## src/design/assert_macros.svh

```systemverilog
// assertion macros shared by the design files
`ifndef ASSERT_MACROS_SVH
`define ASSERT_MACROS_SVH
`ifndef ASSERT_OFF
// expression must hold at every clock edge outside reset
`define ASSERT_ALWAYS(lbl, clk, rst, expr) \
   lbl: assert property (@(posedge clk) disable iff (rst) (expr)) \
      else $error("assertion failed");
// antecedent implies consequent in the same cycle
`define ASSERT_IMPLY(lbl, clk, rst, ante, cons) \
   lbl: assert property (@(posedge clk) disable iff (rst) (ante) |-> (cons)) \
      else $error("assertion failed");
`else
`define ASSERT_ALWAYS(lbl, clk, rst, expr)
`define ASSERT_IMPLY(lbl, clk, rst, ante, cons)
`endif
`endif

```

## src/design/pps_pkg.sv

```systemverilog
// types, constants and helper functions for the palette scaler scan-out
package pps_pkg;

   localparam int IMG_WIDTH   = 160;
   localparam int IMG_HEIGHT  = 128;
   localparam int COLS_STRIDE = IMG_HEIGHT / 2;
   localparam int STORE_DEPTH = IMG_WIDTH * IMG_HEIGHT / 2;
   localparam int ADDR_W      = $clog2(STORE_DEPTH);

   localparam int OUT_DEPTH   = 8;
   localparam int OUT_PTR_W   = $clog2(OUT_DEPTH);
   localparam int OUT_CNT_W   = $clog2(OUT_DEPTH + 1);

   localparam int RECIP_SHIFT = 17;
   localparam int RECIP_W     = 18;

   localparam int CSR_INDEX_W = 3;
   localparam int CSR_DATA_W  = 13;

   localparam logic [12:0] MAX_SCREEN = 13'd4096;

   // request codes
   localparam logic [1:0] REQ_PALETTE = 2'd0;
   localparam logic [1:0] REQ_IMAGE   = 2'd1;
   localparam logic [1:0] REQ_SCAN    = 2'd2;

   // register indexes
   localparam logic [CSR_INDEX_W-1:0] CSR_SCALE    = 3'd0;
   localparam logic [CSR_INDEX_W-1:0] CSR_OFFSET_X = 3'd1;
   localparam logic [CSR_INDEX_W-1:0] CSR_OFFSET_Y = 3'd2;
   localparam logic [CSR_INDEX_W-1:0] CSR_WIDTH    = 3'd3;
   localparam logic [CSR_INDEX_W-1:0] CSR_HEIGHT   = 3'd4;
   localparam logic [CSR_INDEX_W-1:0] CSR_COLOR32  = 3'd5;

   typedef struct packed {
      logic [1:0]  req_type;
      logic [3:0]  palette_index;
      logic [7:0]  red;
      logic [7:0]  green;
      logic [7:0]  blue;
      logic [13:0] byte_address;
      logic [7:0]  byte_value;
   } req_item_type;

   typedef struct packed {
      logic [31:0] pixel_color;
      logic        end_of_line;
      logic        end_of_frame;
   } rsp_item_type;

   typedef struct packed {
      logic [4:0]  scale;
      logic [11:0] offset_x;
      logic [11:0] offset_y;
      logic [12:0] screen_width;
      logic [12:0] screen_height;
      logic        color32;
   } cfg_type;

   // write payload carried down the pipe to the memory stages
   typedef struct packed {
      logic [3:0]  index;
      logic [31:0] color;
      logic [13:0] addr;
      logic [7:0]  value;
   } wr_type;

   // pipe contents after the quotient stage
   typedef struct packed {
      logic        valid;
      logic [1:0]  kind;
      logic        in_win;
      logic [11:0] col;
      logic [11:0] row;
      logic        eol;
      logic        eof;
      wr_type      wr;
   } pos_type;

   // ceil(2^17 / f); exact quotient for 12-bit dividends, zero acts as one
   function automatic logic [RECIP_W-1:0] recip(input logic [4:0] f);
      logic [RECIP_W-1:0] m;
      unique case (f)
         5'd0:    m = 18'd131072;
         5'd1:    m = 18'd131072;
         5'd2:    m = 18'd65536;
         5'd3:    m = 18'd43691;
         5'd4:    m = 18'd32768;
         5'd5:    m = 18'd26215;
         5'd6:    m = 18'd21846;
         5'd7:    m = 18'd18725;
         5'd8:    m = 18'd16384;
         5'd9:    m = 18'd14564;
         5'd10:   m = 18'd13108;
         5'd11:   m = 18'd11916;
         5'd12:   m = 18'd10923;
         5'd13:   m = 18'd10083;
         5'd14:   m = 18'd9363;
         5'd15:   m = 18'd8739;
         5'd16:   m = 18'd8192;
         5'd17:   m = 18'd7711;
         5'd18:   m = 18'd7282;
         5'd19:   m = 18'd6899;
         5'd20:   m = 18'd6554;
         5'd21:   m = 18'd6242;
         5'd22:   m = 18'd5958;
         5'd23:   m = 18'd5699;
         5'd24:   m = 18'd5462;
         5'd25:   m = 18'd5243;
         5'd26:   m = 18'd5042;
         5'd27:   m = 18'd4855;
         5'd28:   m = 18'd4682;
         5'd29:   m = 18'd4520;
         5'd30:   m = 18'd4370;
         default: m = 18'd4229;
      endcase
      return m;
   endfunction

   function automatic logic [12:0] clamp_dim(input logic [12:0] v);
      logic [12:0] r;
      if (v == 13'd0) begin
         r = 13'd1;
      end else if (v > MAX_SCREEN) begin
         r = MAX_SCREEN;
      end else begin
         r = v;
      end
      return r;
   endfunction

   function automatic logic [31:0] convert_color(input logic c32, input logic [7:0] r,
                                                 input logic [7:0] g, input logic [7:0] b);
      logic [15:0] w16;
      w16 = {r[7:3], g[7:2], b[7:3]};
      return c32 ? {8'h00, r, g, b} : {w16, w16};
   endfunction

endpackage

```

## src/design/pps_out_fifo.sv

```systemverilog
// result queue between the pipe and the response channel
`include "assert_macros.svh"
module pps_out_fifo import pps_pkg::*; (
   input  logic         clock,
   input  logic         reset,
   input  logic         push,
   input  rsp_item_type push_data,
   input  logic         pop,
   output logic         empty,
   output rsp_item_type pop_data
);

   rsp_item_type         queue_ff [OUT_DEPTH];
   logic [OUT_PTR_W-1:0] wr_ptr_ff, rd_ptr_ff;
   logic [OUT_CNT_W-1:0] count_ff, count_in;

   always_comb begin
      count_in = count_ff;
      if (push && !pop) begin
         count_in = count_ff + OUT_CNT_W'(1);
      end else if (pop && !push) begin
         count_in = count_ff - OUT_CNT_W'(1);
      end
   end

   always_ff @(posedge clock) begin
      if (reset) begin
         wr_ptr_ff <= '0;
         rd_ptr_ff <= '0;
         count_ff  <= '0;
      end else begin
         count_ff <= count_in;
         if (push) begin
            wr_ptr_ff <= wr_ptr_ff + OUT_PTR_W'(1);
         end
         if (pop) begin
            rd_ptr_ff <= rd_ptr_ff + OUT_PTR_W'(1);
         end
      end
   end

   always_ff @(posedge clock) begin
      if (push) begin
         queue_ff[wr_ptr_ff] <= push_data;
      end
   end

   assign empty    = count_ff == '0;
   assign pop_data = queue_ff[rd_ptr_ff];

   `ASSERT_IMPLY(a_no_overflow, clock, reset, push, count_ff < OUT_CNT_W'(OUT_DEPTH) || pop)
   `ASSERT_IMPLY(a_no_underflow, clock, reset, pop, count_ff != '0)
   `ASSERT_IMPLY(a_count_up, clock, reset, !$past(reset) && $past(push) && !$past(pop), count_ff == $past(count_ff) + OUT_CNT_W'(1))

endmodule
```

## config.mk

```make
export PLATFORM = sky130hd
export DESIGN_NAME = pps_out_fifo
export DESIGN_NICKNAME = d
export VERILOG_FILES = /design/src/design/pps_pkg.sv /design/src/design/pps_out_fifo.sv
export VERILOG_INCLUDE_DIRS = /design/src /design/src/design
export SDC_FILE = /design/constraint.sdc
export NUM_CORES = 1
export LEC_CHECK = 0
export BUFFER_PORTS_ARGS = -buffer_cell sky130_fd_sc_hd__buf_4
export CAP_MARGIN = 20
export CORE_ASPECT_RATIO = 1.75
export CORE_MARGIN = 2
export CORE_UTILIZATION = 40
export CTS_CLUSTER_SIZE = 25
export DETAILED_ROUTE_END_ITERATION = 16
export MAX_ROUTING_LAYER = met4
export PLACE_DENSITY = 0.55
export SYNTH_ARGS = -nofsm -noshare
export SYNTH_HDL_FRONTEND = slang
export SYNTH_SLANG_ARGS = --single-unit
```

## constraint.sdc

```tcl
create_clock -name clock -period 9.8 [get_ports clock]
set_input_delay 0.98 -clock clock [delete_from_list [all_inputs] [get_ports clock]]
set_output_delay 0.98 -clock clock [all_outputs]
set_load 0.01 [all_outputs]
```

==> run_results.csv <==
group,metric,value,unit
status,status,"finished, final reports clean",
global_route,antenna_found_initial,1,
cts,cts_num_sinks,285,
timing,slew_headroom,30.1,%
synth,syn_nets,506,
worst_setup_path,cp_slowest_cell,"buf_4",
timing,setup_tns,0,ns
timing,max_freq,245,MHz
finish,nFillCells,2257,
timing,finalMaxSlewViolations,0,
floorplan,rows,80,
timing,setup_viol_count_final,0,
pwr,powerDensity,201,nW/µm²
global_route,grt_max_degree,69,
worst_setup_path,worstSetupStartpointType,"flop",
floorplan,die_h,223,µm
cts,cts_buffers,25,
synth,syn_inst,462,
timing,timing.final.crit_share,41.7,%
global_route,grt_pass1_wl,31700,µm
synth,synth_xor_area_share,0.480,%
worst_setup_path,crit_type,"flop to primary output",
placement,dp_slack,6.16,ns
cts,cts_tree,"yes",
min_path,min_from,"rd_ptr_ff[2]",
timing,hold_viol_final,0,
detailed_routing,viasPerCell,5.13,
synth,synthMuxAreaShare,18.9,%
detailed_routing,top_layer_used,"met4",
synth,netlist-cell-type-count,29,
synth,synth_compound_area_share,0.217,%
cts,clkSlewWorstSetupHoldPaths,0.06,ns
detailed_routing,drt.antenna.violating_nets,0,
detailed_routing,wirelength,20900,µm
cts,post_cts_buffers,0,
cts,root_buffer,"clkbuf_16",
timing,skew,0.0203,ns
floorplan,ios,73,
synth,seq_area_frac_synth,77.0,%
global_route,grt_overflow,0,
finish,area_growth,16.0,%
job,drv_cap,0,
synth,ys_warn_count,0,
worst_setup_path,cp_num_buf_inv,2,
min_path,hold_path_class,"flop to flop",
detailed_routing,met2WireLength,11600,µm
detailed_routing,wire_per_inst,22.3,µm
detailed_routing,wirelength_met1,8000,µm
worst_setup_path,path_delay_family,"buffers and inverters",
pwr,power,2.55,mW
pwr,peakVddDrop,0.000142,V
timing,rsz0062_at_grt,"no",
synth,synth-adder-area-share,0.755,%
cts,clock_latency,0.54,ns
placement,portBuffers,72,
timing,worst_slew_pin_slew,1.05,ns
cts,htree_num_levels,1,
worst_setup_path,critPathArrivalTime,3.10,ns
floorplan,die-area,28700,µm²
worst_setup_path,crit_path_frequent_cell,"buf_4",
worst_setup_path,path_max_fanout,48,
worst_setup_path,end_kind,"primary output",
synth,synth-seq-cells,285,
floorplan,start_util,40.3,%
global_route,grt_usage,15.4,%
detailed_routing,met3WireLength,868,µm
pwr,p_leak,4.10,nW
finish,drive_gt1_share,38.9,%
detailed_routing,vias,4808,
placement,gp_congestion,0.672,
worst_setup_path,r2r-start,"wr_ptr_ff[0]",
placement,placed_cell_area,11900,µm²
synth,synth-simple-area-share,1.21,%
global_route,grt_pass1_vias,5419,
cts,post_cts_resized,0,
synth,synth_top_family_by_area,"multiplexers",
synth,syn_avg_cell_area,23.7,µm²
timing,setup_ws,5.72,ns
cts,cts_hold_buffers,0,
worst_setup_path,path_cells,"buf_4 > mux4_1 > mux2_4 > buf_4",
timing,hold_slack,0.528,ns
finish,fin_nets,595,
timing,period_needed,4.08,ns
floorplan,die_width,129,µm
detailed_routing,drt_iter0_markers,458,
detailed_routing,first_pass_iters,5,
worst_setup_path,required,8.82,ns
worst_setup_path,critPathMaxStageDelay,0.83,ns
finish,postLayoutCellArea,12700,µm²
cts,cts_buffer_depth,3,
synth,synthesis.area,10900,µm²
floorplan,core,27100,µm²
placement,dpl.hpwl,12000,µm
detailed_routing,drc,0,
[flip-flops by register name, indices dropped and copies added, names as in the netlist, named ones only]
name       count
queue_ff     272
count_ff       4
rd_ptr_ff      3
wr_ptr_ff      3
[synth_stat cells]
master | number | share of area [%]
a21oi_1 | 2 | 0.091
buf_12 | 3 | 0.55
nand3_1 | 1 | 0.046
ha_1 | 5 | 0.57
mux2i_1 | 3 | 0.27
a31oi_1 | 1 | 0.057
mux4_2 | 59 | 12
nor2b_1 | 1 | 0.057
xnor2_1 | 3 | 0.24
nand2b_1 | 3 | 0.17
inv_1 | 2 | 0.069
dfxtp_1 | 13 | 2.4
mux2_1 | 1 | 0.10
buf_2 | 7 | 0.32
fa_1 | 1 | 0.18
clkbuf_1 | 9 | 0.31
clkbuf_4 | 1 | 0.069
xor2_1 | 3 | 0.24
buf_6 | 1 | 0.10
nor3_1 | 2 | 0.091
mux2_2 | 14 | 1.4
nand2_1 | 4 | 0.14
edfxtp_1 | 272 | 75
nor2_1 | 19 | 0.65
mux4_1 | 9 | 2.2
mux2_4 | 20 | 2.7
nor4_1 | 1 | 0.057
buf_1 | 1 | 0.034
a211oi_1 | 1 | 0.069
[cell usage in the layout (no fill, tap or decap)]
cell,instances
a211oi_1,1
a21oi_1,2
a31oi_1,1
buf_4,84
bufinv_16,1
clkbuf_1,5
clkbuf_16,25
clkinv_1,6
clkinv_2,4
clkinvlp_4,1
dfxtp_1,10
dfxtp_2,1
dfxtp_4,2
diode_2,1
edfxtp_1,272
fa_1,1
ha_1,5
inv_1,2
inv_6,2
mux2_1,1
mux2_2,14
mux2_4,20
mux2i_1,3
mux4_1,9
mux4_2,59
nand2_1,4
nand2b_1,3
nand3_1,1
nor2_1,13
nor2_4,6
nor2b_1,1
nor3_2,2
nor4_1,1
xnor2_1,3
xor2_1,3
[where the power goes]
| part | switching [mW] | total (mW) | internal (mW) |
|---|---|---|---|
| logic | 0.104 | 0.237 | 0.133 |
| registers | 0.0275 | 1.40 | 1.37 |
| clock network | 0.418 | 0.913 | 0.495 |
| total | 0.549 | 2.55 | 2.00 |
[layout make-up]
class                           instances  area (µm²)  area share (%)
Sequential cell                       285        8440            66.5
Inverter                                2        7.51          0.0591
Antenna cell                            1        2.50          0.0197
Clock inverter                         14        97.6           0.769
Tap cell                              369         462            3.64
Clock buffer                           30         644            5.08
Timing Repair Buffer                   84         631            4.97
Multi-Input combinational cell        153        2410            19.0
[metrics by stage]
step,std cells,util [%]
floorplan,462,-
global placement,893,44.0
detailed placement,893,44.0
CTS,937,46.8
global route,938,46.8
finish,938,46.8
[path summary, 6_finish.rpt]
path               endpoint  slack, ns  cells after the start
min reg2reg            flop       0.53                      2
max reg2reg  queue_ff[3][2]       7.67                      3
max            pop_data[14]       5.72                      4
min                    flop       0.53                      2
[metal layers]
layer  global-route usage (%)  vias to the layer above
met5                        -                        -
met4                     4.66                        0
met3                     2.34                       32
met2                     28.4                       98
met1                     17.0                     2564
li1                         -                     2114
[logic make-up (layout without fill, tap and decap cells)]
family	after synthesis	count (layout)
flip-flops	285	285
multiplexers	106	106
AND/OR/NAND/NOR	31	31
buffers and inverters	24	130
adder cells (fa/ha/maj)	6	6
XOR/XNOR	6	6
AO/OA/AOI/OAI	4	4
other	0	1
[worst register-to-register path: cells and delay by family, from the launching register on]
family        cells  cell delay, ns
buf+inv           1            0.44
flops             1            0.50
simple gates      2            0.85
No activity file was read; power rests on OpenSTA's default activity.
