[src/design/assert_macros.svh]
// assertion macros shared by the design files
`ifndef ASSERT_MACROS_SVH
`define ASSERT_MACROS_SVH
`ifndef ASSERT_OFF
// expression must hold at every clock edge outside reset
`define ASSERT_ALWAYS(lbl, clk, rst, expr) \
   lbl: assert property (@(posedge clk) disable iff (rst) (expr)) \
      else $error("assertion failed");
// antecedent implies consequent in the same cycle
`define ASSERT_IMPLY(lbl, clk, rst, ante, cons) \
   lbl: assert property (@(posedge clk) disable iff (rst) (ante) |-> (cons)) \
      else $error("assertion failed");
`else
`define ASSERT_ALWAYS(lbl, clk, rst, expr)
`define ASSERT_IMPLY(lbl, clk, rst, ante, cons)
`endif
`endif

[src/design/pps_pkg.sv]
// types, constants and helper functions for the palette scaler scan-out
package pps_pkg;

   localparam int IMG_WIDTH   = 160;
   localparam int IMG_HEIGHT  = 128;
   localparam int COLS_STRIDE = IMG_HEIGHT / 2;
   localparam int STORE_DEPTH = IMG_WIDTH * IMG_HEIGHT / 2;
   localparam int ADDR_W      = $clog2(STORE_DEPTH);

   localparam int OUT_DEPTH   = 8;
   localparam int OUT_PTR_W   = $clog2(OUT_DEPTH);
   localparam int OUT_CNT_W   = $clog2(OUT_DEPTH + 1);

   localparam int RECIP_SHIFT = 17;
   localparam int RECIP_W     = 18;

   localparam int CSR_INDEX_W = 3;
   localparam int CSR_DATA_W  = 13;

   localparam logic [12:0] MAX_SCREEN = 13'd4096;

   // request codes
   localparam logic [1:0] REQ_PALETTE = 2'd0;
   localparam logic [1:0] REQ_IMAGE   = 2'd1;
   localparam logic [1:0] REQ_SCAN    = 2'd2;

   // register indexes
   localparam logic [CSR_INDEX_W-1:0] CSR_SCALE    = 3'd0;
   localparam logic [CSR_INDEX_W-1:0] CSR_OFFSET_X = 3'd1;
   localparam logic [CSR_INDEX_W-1:0] CSR_OFFSET_Y = 3'd2;
   localparam logic [CSR_INDEX_W-1:0] CSR_WIDTH    = 3'd3;
   localparam logic [CSR_INDEX_W-1:0] CSR_HEIGHT   = 3'd4;
   localparam logic [CSR_INDEX_W-1:0] CSR_COLOR32  = 3'd5;

   typedef struct packed {
      logic [1:0]  req_type;
      logic [3:0]  palette_index;
      logic [7:0]  red;
      logic [7:0]  green;
      logic [7:0]  blue;
      logic [13:0] byte_address;
      logic [7:0]  byte_value;
   } req_item_type;

   typedef struct packed {
      logic [31:0] pixel_color;
      logic        end_of_line;
      logic        end_of_frame;
   } rsp_item_type;

   typedef struct packed {
      logic [4:0]  scale;
      logic [11:0] offset_x;
      logic [11:0] offset_y;
      logic [12:0] screen_width;
      logic [12:0] screen_height;
      logic        color32;
   } cfg_type;

   // write payload carried down the pipe to the memory stages
   typedef struct packed {
      logic [3:0]  index;
      logic [31:0] color;
      logic [13:0] addr;
      logic [7:0]  value;
   } wr_type;

   // pipe contents after the quotient stage
   typedef struct packed {
      logic        valid;
      logic [1:0]  kind;
      logic        in_win;
      logic [11:0] col;
      logic [11:0] row;
      logic        eol;
      logic        eof;
      wr_type      wr;
   } pos_type;

   // ceil(2^17 / f); exact quotient for 12-bit dividends, zero acts as one
   function automatic logic [RECIP_W-1:0] recip(input logic [4:0] f);
      logic [RECIP_W-1:0] m;
      unique case (f)
         5'd0:    m = 18'd131072;
         5'd1:    m = 18'd131072;
         5'd2:    m = 18'd65536;
         5'd3:    m = 18'd43691;
         5'd4:    m = 18'd32768;
         5'd5:    m = 18'd26215;
         5'd6:    m = 18'd21846;
         5'd7:    m = 18'd18725;
         5'd8:    m = 18'd16384;
         5'd9:    m = 18'd14564;
         5'd10:   m = 18'd13108;
         5'd11:   m = 18'd11916;
         5'd12:   m = 18'd10923;
         5'd13:   m = 18'd10083;
         5'd14:   m = 18'd9363;
         5'd15:   m = 18'd8739;
         5'd16:   m = 18'd8192;
         5'd17:   m = 18'd7711;
         5'd18:   m = 18'd7282;
         5'd19:   m = 18'd6899;
         5'd20:   m = 18'd6554;
         5'd21:   m = 18'd6242;
         5'd22:   m = 18'd5958;
         5'd23:   m = 18'd5699;
         5'd24:   m = 18'd5462;
         5'd25:   m = 18'd5243;
         5'd26:   m = 18'd5042;
         5'd27:   m = 18'd4855;
         5'd28:   m = 18'd4682;
         5'd29:   m = 18'd4520;
         5'd30:   m = 18'd4370;
         default: m = 18'd4229;
      endcase
      return m;
   endfunction

   function automatic logic [12:0] clamp_dim(input logic [12:0] v);
      logic [12:0] r;
      if (v == 13'd0) begin
         r = 13'd1;
      end else if (v > MAX_SCREEN) begin
         r = MAX_SCREEN;
      end else begin
         r = v;
      end
      return r;
   endfunction

   function automatic logic [31:0] convert_color(input logic c32, input logic [7:0] r,
                                                 input logic [7:0] g, input logic [7:0] b);
      logic [15:0] w16;
      w16 = {r[7:3], g[7:2], b[7:3]};
      return c32 ? {8'h00, r, g, b} : {w16, w16};
   endfunction

endpackage

[src/design/pps_scan_ctrl.sv]
// scan position, window offsets and quotient stages
module pps_scan_ctrl import pps_pkg::*; (
   input  logic         clock,
   input  logic         reset,
   input  logic         accept,
   input  req_item_type req_data,
   input  cfg_type      cfg,
   output pos_type      pos
);

   logic [11:0] scan_col_ff, scan_col_in;
   logic [11:0] scan_row_ff, scan_row_in;

   logic               s1_valid_ff;
   logic [1:0]         s1_kind_ff;
   logic               s1_in_win_ff;
   logic [11:0]        s1_dx_ff, s1_dy_ff;
   logic [RECIP_W-1:0] s1_m_ff;
   logic               s1_eol_ff, s1_eof_ff;
   wr_type             s1_wr_ff;

   pos_type pos_ff;

   logic [12:0] w_last, h_last;
   logic        eol, eof;
   logic [29:0] prod_x, prod_y;
   wr_type      wr_in;

   always_comb begin
      w_last = clamp_dim(cfg.screen_width) - 13'd1;
      h_last = clamp_dim(cfg.screen_height) - 13'd1;
      eol    = {1'b0, scan_col_ff} >= w_last;
      eof    = eol && ({1'b0, scan_row_ff} >= h_last);
      scan_col_in = scan_col_ff;
      scan_row_in = scan_row_ff;
      if (accept && req_data.req_type == REQ_SCAN) begin
         if (eol) begin
            scan_col_in = 12'd0;
            scan_row_in = eof ? 12'd0 : scan_row_ff + 12'd1;
         end else begin
            scan_col_in = scan_col_ff + 12'd1;
         end
      end
      wr_in.index = req_data.palette_index;
      wr_in.color = convert_color(cfg.color32, req_data.red, req_data.green, req_data.blue);
      wr_in.addr  = req_data.byte_address;
      wr_in.value = req_data.byte_value;
   end

   always_ff @(posedge clock) begin
      if (reset) begin
         scan_col_ff <= 12'd0;
         scan_row_ff <= 12'd0;
         s1_valid_ff <= 1'b0;
      end else begin
         scan_col_ff <= scan_col_in;
         scan_row_ff <= scan_row_in;
         s1_valid_ff <= accept;
      end
   end

   // stage 1: window test and offset removal
   always_ff @(posedge clock) begin
      s1_kind_ff   <= req_data.req_type;
      s1_in_win_ff <= (scan_col_ff >= cfg.offset_x) && (scan_row_ff >= cfg.offset_y);
      s1_dx_ff     <= scan_col_ff - cfg.offset_x;
      s1_dy_ff     <= scan_row_ff - cfg.offset_y;
      s1_m_ff      <= recip(cfg.scale);
      s1_eol_ff    <= eol;
      s1_eof_ff    <= eof;
      s1_wr_ff     <= wr_in;
   end

   // stage 2: divide by scale through the reciprocal
   assign prod_x = 30'(s1_dx_ff) * 30'(s1_m_ff);
   assign prod_y = 30'(s1_dy_ff) * 30'(s1_m_ff);

   always_ff @(posedge clock) begin
      if (reset) begin
         pos_ff.valid <= 1'b0;
      end else begin
         pos_ff.valid <= s1_valid_ff;
      end
      pos_ff.kind   <= s1_kind_ff;
      pos_ff.in_win <= s1_in_win_ff;
      pos_ff.col    <= prod_x[RECIP_SHIFT+11:RECIP_SHIFT];
      pos_ff.row    <= prod_y[RECIP_SHIFT+11:RECIP_SHIFT];
      pos_ff.eol    <= s1_eol_ff;
      pos_ff.eof    <= s1_eof_ff;
      pos_ff.wr     <= s1_wr_ff;
   end

   assign pos = pos_ff;

endmodule

[config.mk]
export PLATFORM = sky130hd
export DESIGN_NAME = pps_scan_ctrl
export DESIGN_NICKNAME = d
export VERILOG_FILES = /design/src/design/assert_macros.svh /design/src/design/pps_pkg.sv /design/src/design/pps_scan_ctrl.sv
export SDC_FILE = /design/constraint.sdc
export NUM_CORES = 1
export LEC_CHECK = 0
export BUFFER_PORTS_ARGS = -buffer_cell sky130_fd_sc_hd__buf_2
export CELL_PAD_IN_SITES_DETAIL_PLACEMENT = 0
export CELL_PAD_IN_SITES_GLOBAL_PLACEMENT = 1
export CORE_ASPECT_RATIO = 2
export CORE_MARGIN = 5
export CORE_UTILIZATION = 30
export DETAILED_ROUTE_END_ITERATION = 10
export PLACE_DENSITY_LB_ADDON = 0.1
export SETUP_SLACK_MARGIN = 0.05
export SLEW_MARGIN = 20
export SYNTH_ARGS = -nofsm -noshare
export SYNTH_HDL_FRONTEND = slang
export SYNTH_SLANG_ARGS = --single-unit
[constraint.sdc]
create_clock -name clock -period 11.3 [get_ports clock]
set_clock_uncertainty 0.15 [all_clocks]
set_input_delay 2.26 -clock clock [delete_from_list [all_inputs] [get_ports clock]]
set_output_delay 2.26 -clock clock [all_outputs]
set_load 0.05 [all_outputs]
==> impl_metrics.py <==
metrics = {
    "sta": {
        "timing.final.crit_share": 0.549,
        "final_max_slew_viol_count": 0,
        "fin_crit_ps": 6200,
        "timing.fmax_ghz": 0.161,
        "tightest_slew_ps": 1070,
        "rsz0062_at_grt": "no",
        "fin_ws_ps": 5100,
        "slew_headroom": 0.288,
        "finalHoldViolations": 0,
        "setup_viol": 0,
        "tns_ps": 0,
    },
    "drt": {
        "num_vias": 15025,
        "first_iter_violations": 608,
        "wl_mm": 55.9,
        "wl_per_cell_um": 16.7,
        "first_pass_iters": 5,
        "drc": 0,
        "viasPerCell": 4.48,
        "ant_nets": 0,
    },
    "placement": {
        "dpl.hpwl_mm": 43.1,
        "dp_slack_ps": 4830,
        "io_buffers": 198,
        "place.gp.congestion": 0.755,
    },
    "logic_synthesis": {
        "netlist_instances": 2296,
        "synth_top_area_share": 0.309,
        "netlist_area_sq_um": 20600,
        "ys_warn_count": 0,
        "seq_area_frac_synth": 0.212,
        "synth_area_leaders": "fa_1, dfxtp_1, ha_1",
        "synth_nets": 2904,
        "async_flop_share": 0,
        "synth_seq_cells": 218,
        "synth_edf_count": 0,
        "synth.avg_cell_area_sq_um": 8.98,
        "synth_area_leader_cell": "fa_1",
        "ys_types": 65,
        "synth-main-ff-cell": "dfxtp_1",
    },
    "final_layout": {
        "n_fill_cell": 7351,
        "fin_util": 0.341,
        "area_growth_pct": 12.9,
        "layout-drive-gt1-share": 0.112,
        "nNetsFinal": 3047,
        "num_antenna_cells": 0,
    },
    "critical_path": {
        "cp_max_fo": 18,
        "crit_family": "adder cells",
        "crit_arrival_ps": 6530,
        "cp_slowest_cell": "dfxtp_1",
        "cpMostUsedCell": "fa_1",
        "cpPeakStageDelay_ps": 1000,
        "startpoint_type": "flip-flop",
        "crit_chain": "nand2_1, fa_1, fa_1, inv_1, fa_1, fa_1, inv_1, fa_1, inv_1, ha_1, nor3_1, o311ai_1, a311oi_1, o21ai_1, a31oi_1, nor2b_1, o21a_1, nor2_1, xnor2_1",
        "cp.required_ps": 11630,
        "worstSetupPathType": "flip-flop to flip-flop",
        "endpoint_kind": "flip-flop",
        "worst-path-buf-inv": 3,
    },
    "die": {
        "chipHeight_um": 381,
        "io_pins": 199,
        "die_area_sq_um": 74400,
        "core-area_sq_um": 68400,
        "start_util": 0.302,
        "dieWidth_um": 195,
        "fp-row-count": 136,
    },
    "global_routing": {
        "grt_use_total": 0.154,
        "antenna_found_initial": 1,
        "grt_pass1_wl_mm": 91.6,
        "grt_pass1_vias": 16610,
        "grt_start_max_net_pins": 42,
        "overflow": 0,
        "use_met1": 0.195,
        "grt-busiest-layer": "met2",
        "grt_use_met2": 0.283,
        "met3_usage": 0.0116,
    },
    "clock_tree": {
        "root_buffer": "clkbuf_16",
        "htreeDepth": 1,
        "clock_insertion_delay_worst_skew_ps": 560,
        "cts_hold_buf": 0,
        "numCtsBuffers": 24,
        "cts_max_path_buffers": 3,
        "cts.sinks": 218,
        "clk_pin_slew_worst_paths_ps": 70,
        "cts_tree": "done",
        "postCtsSetupBuffers": 0,
        "ctsResizeCount": 0,
    },
    "flow_run": {
        "cap_viol_max_count": 0,
    },
    "power_and_ir_drop": {
        "ir_drop_mv": 0.186,
        "p_leak_nw": 11.6,
        "power.density_nw_per_um2": 220,
    },
    "min_path": {
        "hold_path.class": "flip-flop to flip-flop",
    },
    "run_status": {
        "status": "complete, no violations",
    },
}
## logic make-up after synthesis
group / share of synthesized area
AO/OA/AOI/OAI: 0.0655
XOR/XNOR: 0.0310
adder cells (fa/ha/maj): 0.417
buffers and inverters: 0.0981
flip-flops: 0.212
multiplexers: 0.00431
AND/OR/NAND/NOR: 0.172
## registers in the layout, indices dropped and copies added, names as in the netlist
signal,flops
pos,88
s1_wr_ff,58
s1_m_ff,18
s1_dx_ff,12
s1_dy_ff,12
scan_col_ff,12
scan_row_ff,12
s1_kind_ff,2
s1_eof_ff,1
s1_eol_ff,1
s1_in_win_ff,1
s1_valid_ff,1
## report_power, final
part	leakage, nW	internal (mW)	switching, mW
Clock	0.378	0.463	0.356
Sequential	1.82	0.872	0.0730
Combinational	9.39	1.35	2.00
## worst register-to-register path, stage by stage (launching register included)
cell and delay [ps]:
dfxtp_1 1000, nand2_1 210, fa_1 540, fa_1 400, inv_1 70, fa_1 440, fa_1 550, inv_1 50
fa_1 480, inv_1 40, ha_1 190, nor3_1 280, o311ai_1 180, a311oi_1 510, o21ai_1 190, a31oi_1 320
nor2b_1 110, o21a_1 200, nor2_1 120, xnor2_1 130
## cell usage in the layout, fill, tap and decap left out, types with 4 or more instances in the layout
cell type	instances
inv_1	432
dfxtp_1	218
nor2_1	82
ha_1	179
buf_2	198
and3_1	5
xor2_1	28
a21o_1	19
o21ai_0	47
o31ai_1	4
nand4_1	14
nand3_1	16
o21bai_1	7
nor2b_1	31
or3_1	9
and2_1	131
buf_4	21
xnor2_1	45
a31o_2	4
o22ai_1	5
clkinvlp_4	4
clkbuf_1	5
nand2b_1	29
fa_1	318
o21a_1	11
nor3_1	31
a21boi_0	5
a211oi_1	11
o211ai_1	7
a31oi_1	10
nand2_1	387
nor4_1	11
a21oi_1	51
clkbuf_16	24
o21ai_1	4
## stage by stage
stage | hold slack, ps | instance area (sq um) | power, mW | cells
floorplan | 160 | 20600 | 3.50 | 2296
global placement | 160 | 22500 | 4.43 | 3310
detailed placement | 162 | 22500 | 4.41 | 3310
CTS | 166 | 23300 | 5.29 | 3353
global route | 171 | 23300 | 5.79 | 3353
finish | 170 | 23300 | 5.12 | 3353
## final cells by class
class	instances	area, sq um	share of cell area
Clock buffer	32	661	0.0284
Clock inverter	11	140	0.00602
Inverter	432	1620	0.0696
Multi-Input combinational cell	1544	14200	0.611
Sequential cell	218	4360	0.187
Tap cell	897	1120	0.0482
Timing Repair Buffer	219	1150	0.0493
## cell usage after synthesis (9+ instances only)
cell      number
and2_1       131
nand4_1       14
xor2_1        28
fa_1         318
nand3_1       16
nor3_1        31
a31oi_1       10
a21oi_1       51
o21ai_0       47
nor2_1        82
xnor2_1       45
nand2b_1      29
nor2b_1       31
nand2_1      387
a21o_1        19
or3_1          9
dfxtp_1      218
inv_1        432
o21a_1        11
clkbuf_1      92
nor4_1        11
a211oi_1      11
ha_1         179
## final timing paths
| path | endpoint | slack [ps] | startpoint | cells after the start |
|---|---|---|---|---|
| min reg2reg | pos[16]$_DFF_P_ | 170 | s1_wr_ff[16]$_DFF_P_ | 0 |
| max | pos[76]$_DFF_P_ | 5100 | s1_dx_ff[3]$_DFF_P_ | 19 |
| max reg2reg | pos[76]$_DFF_P_ | 5100 | s1_dx_ff[3]$_DFF_P_ | 19 |
| min | pos[16]$_DFF_P_ | 170 | s1_wr_ff[16]$_DFF_P_ | 0 |
## layer usage
layer / vias up / part of all wire / routed length [um]
met1: 7490 / 0.42 / 23700
met5: - / 0 / 0
li1: 7303 / - / -
met2: 182 / 0.53 / 29500
met4: 0 / 0.021 / 1200
met3: 50 / 0.025 / 1420
Power figures use the tool's default switching activity.
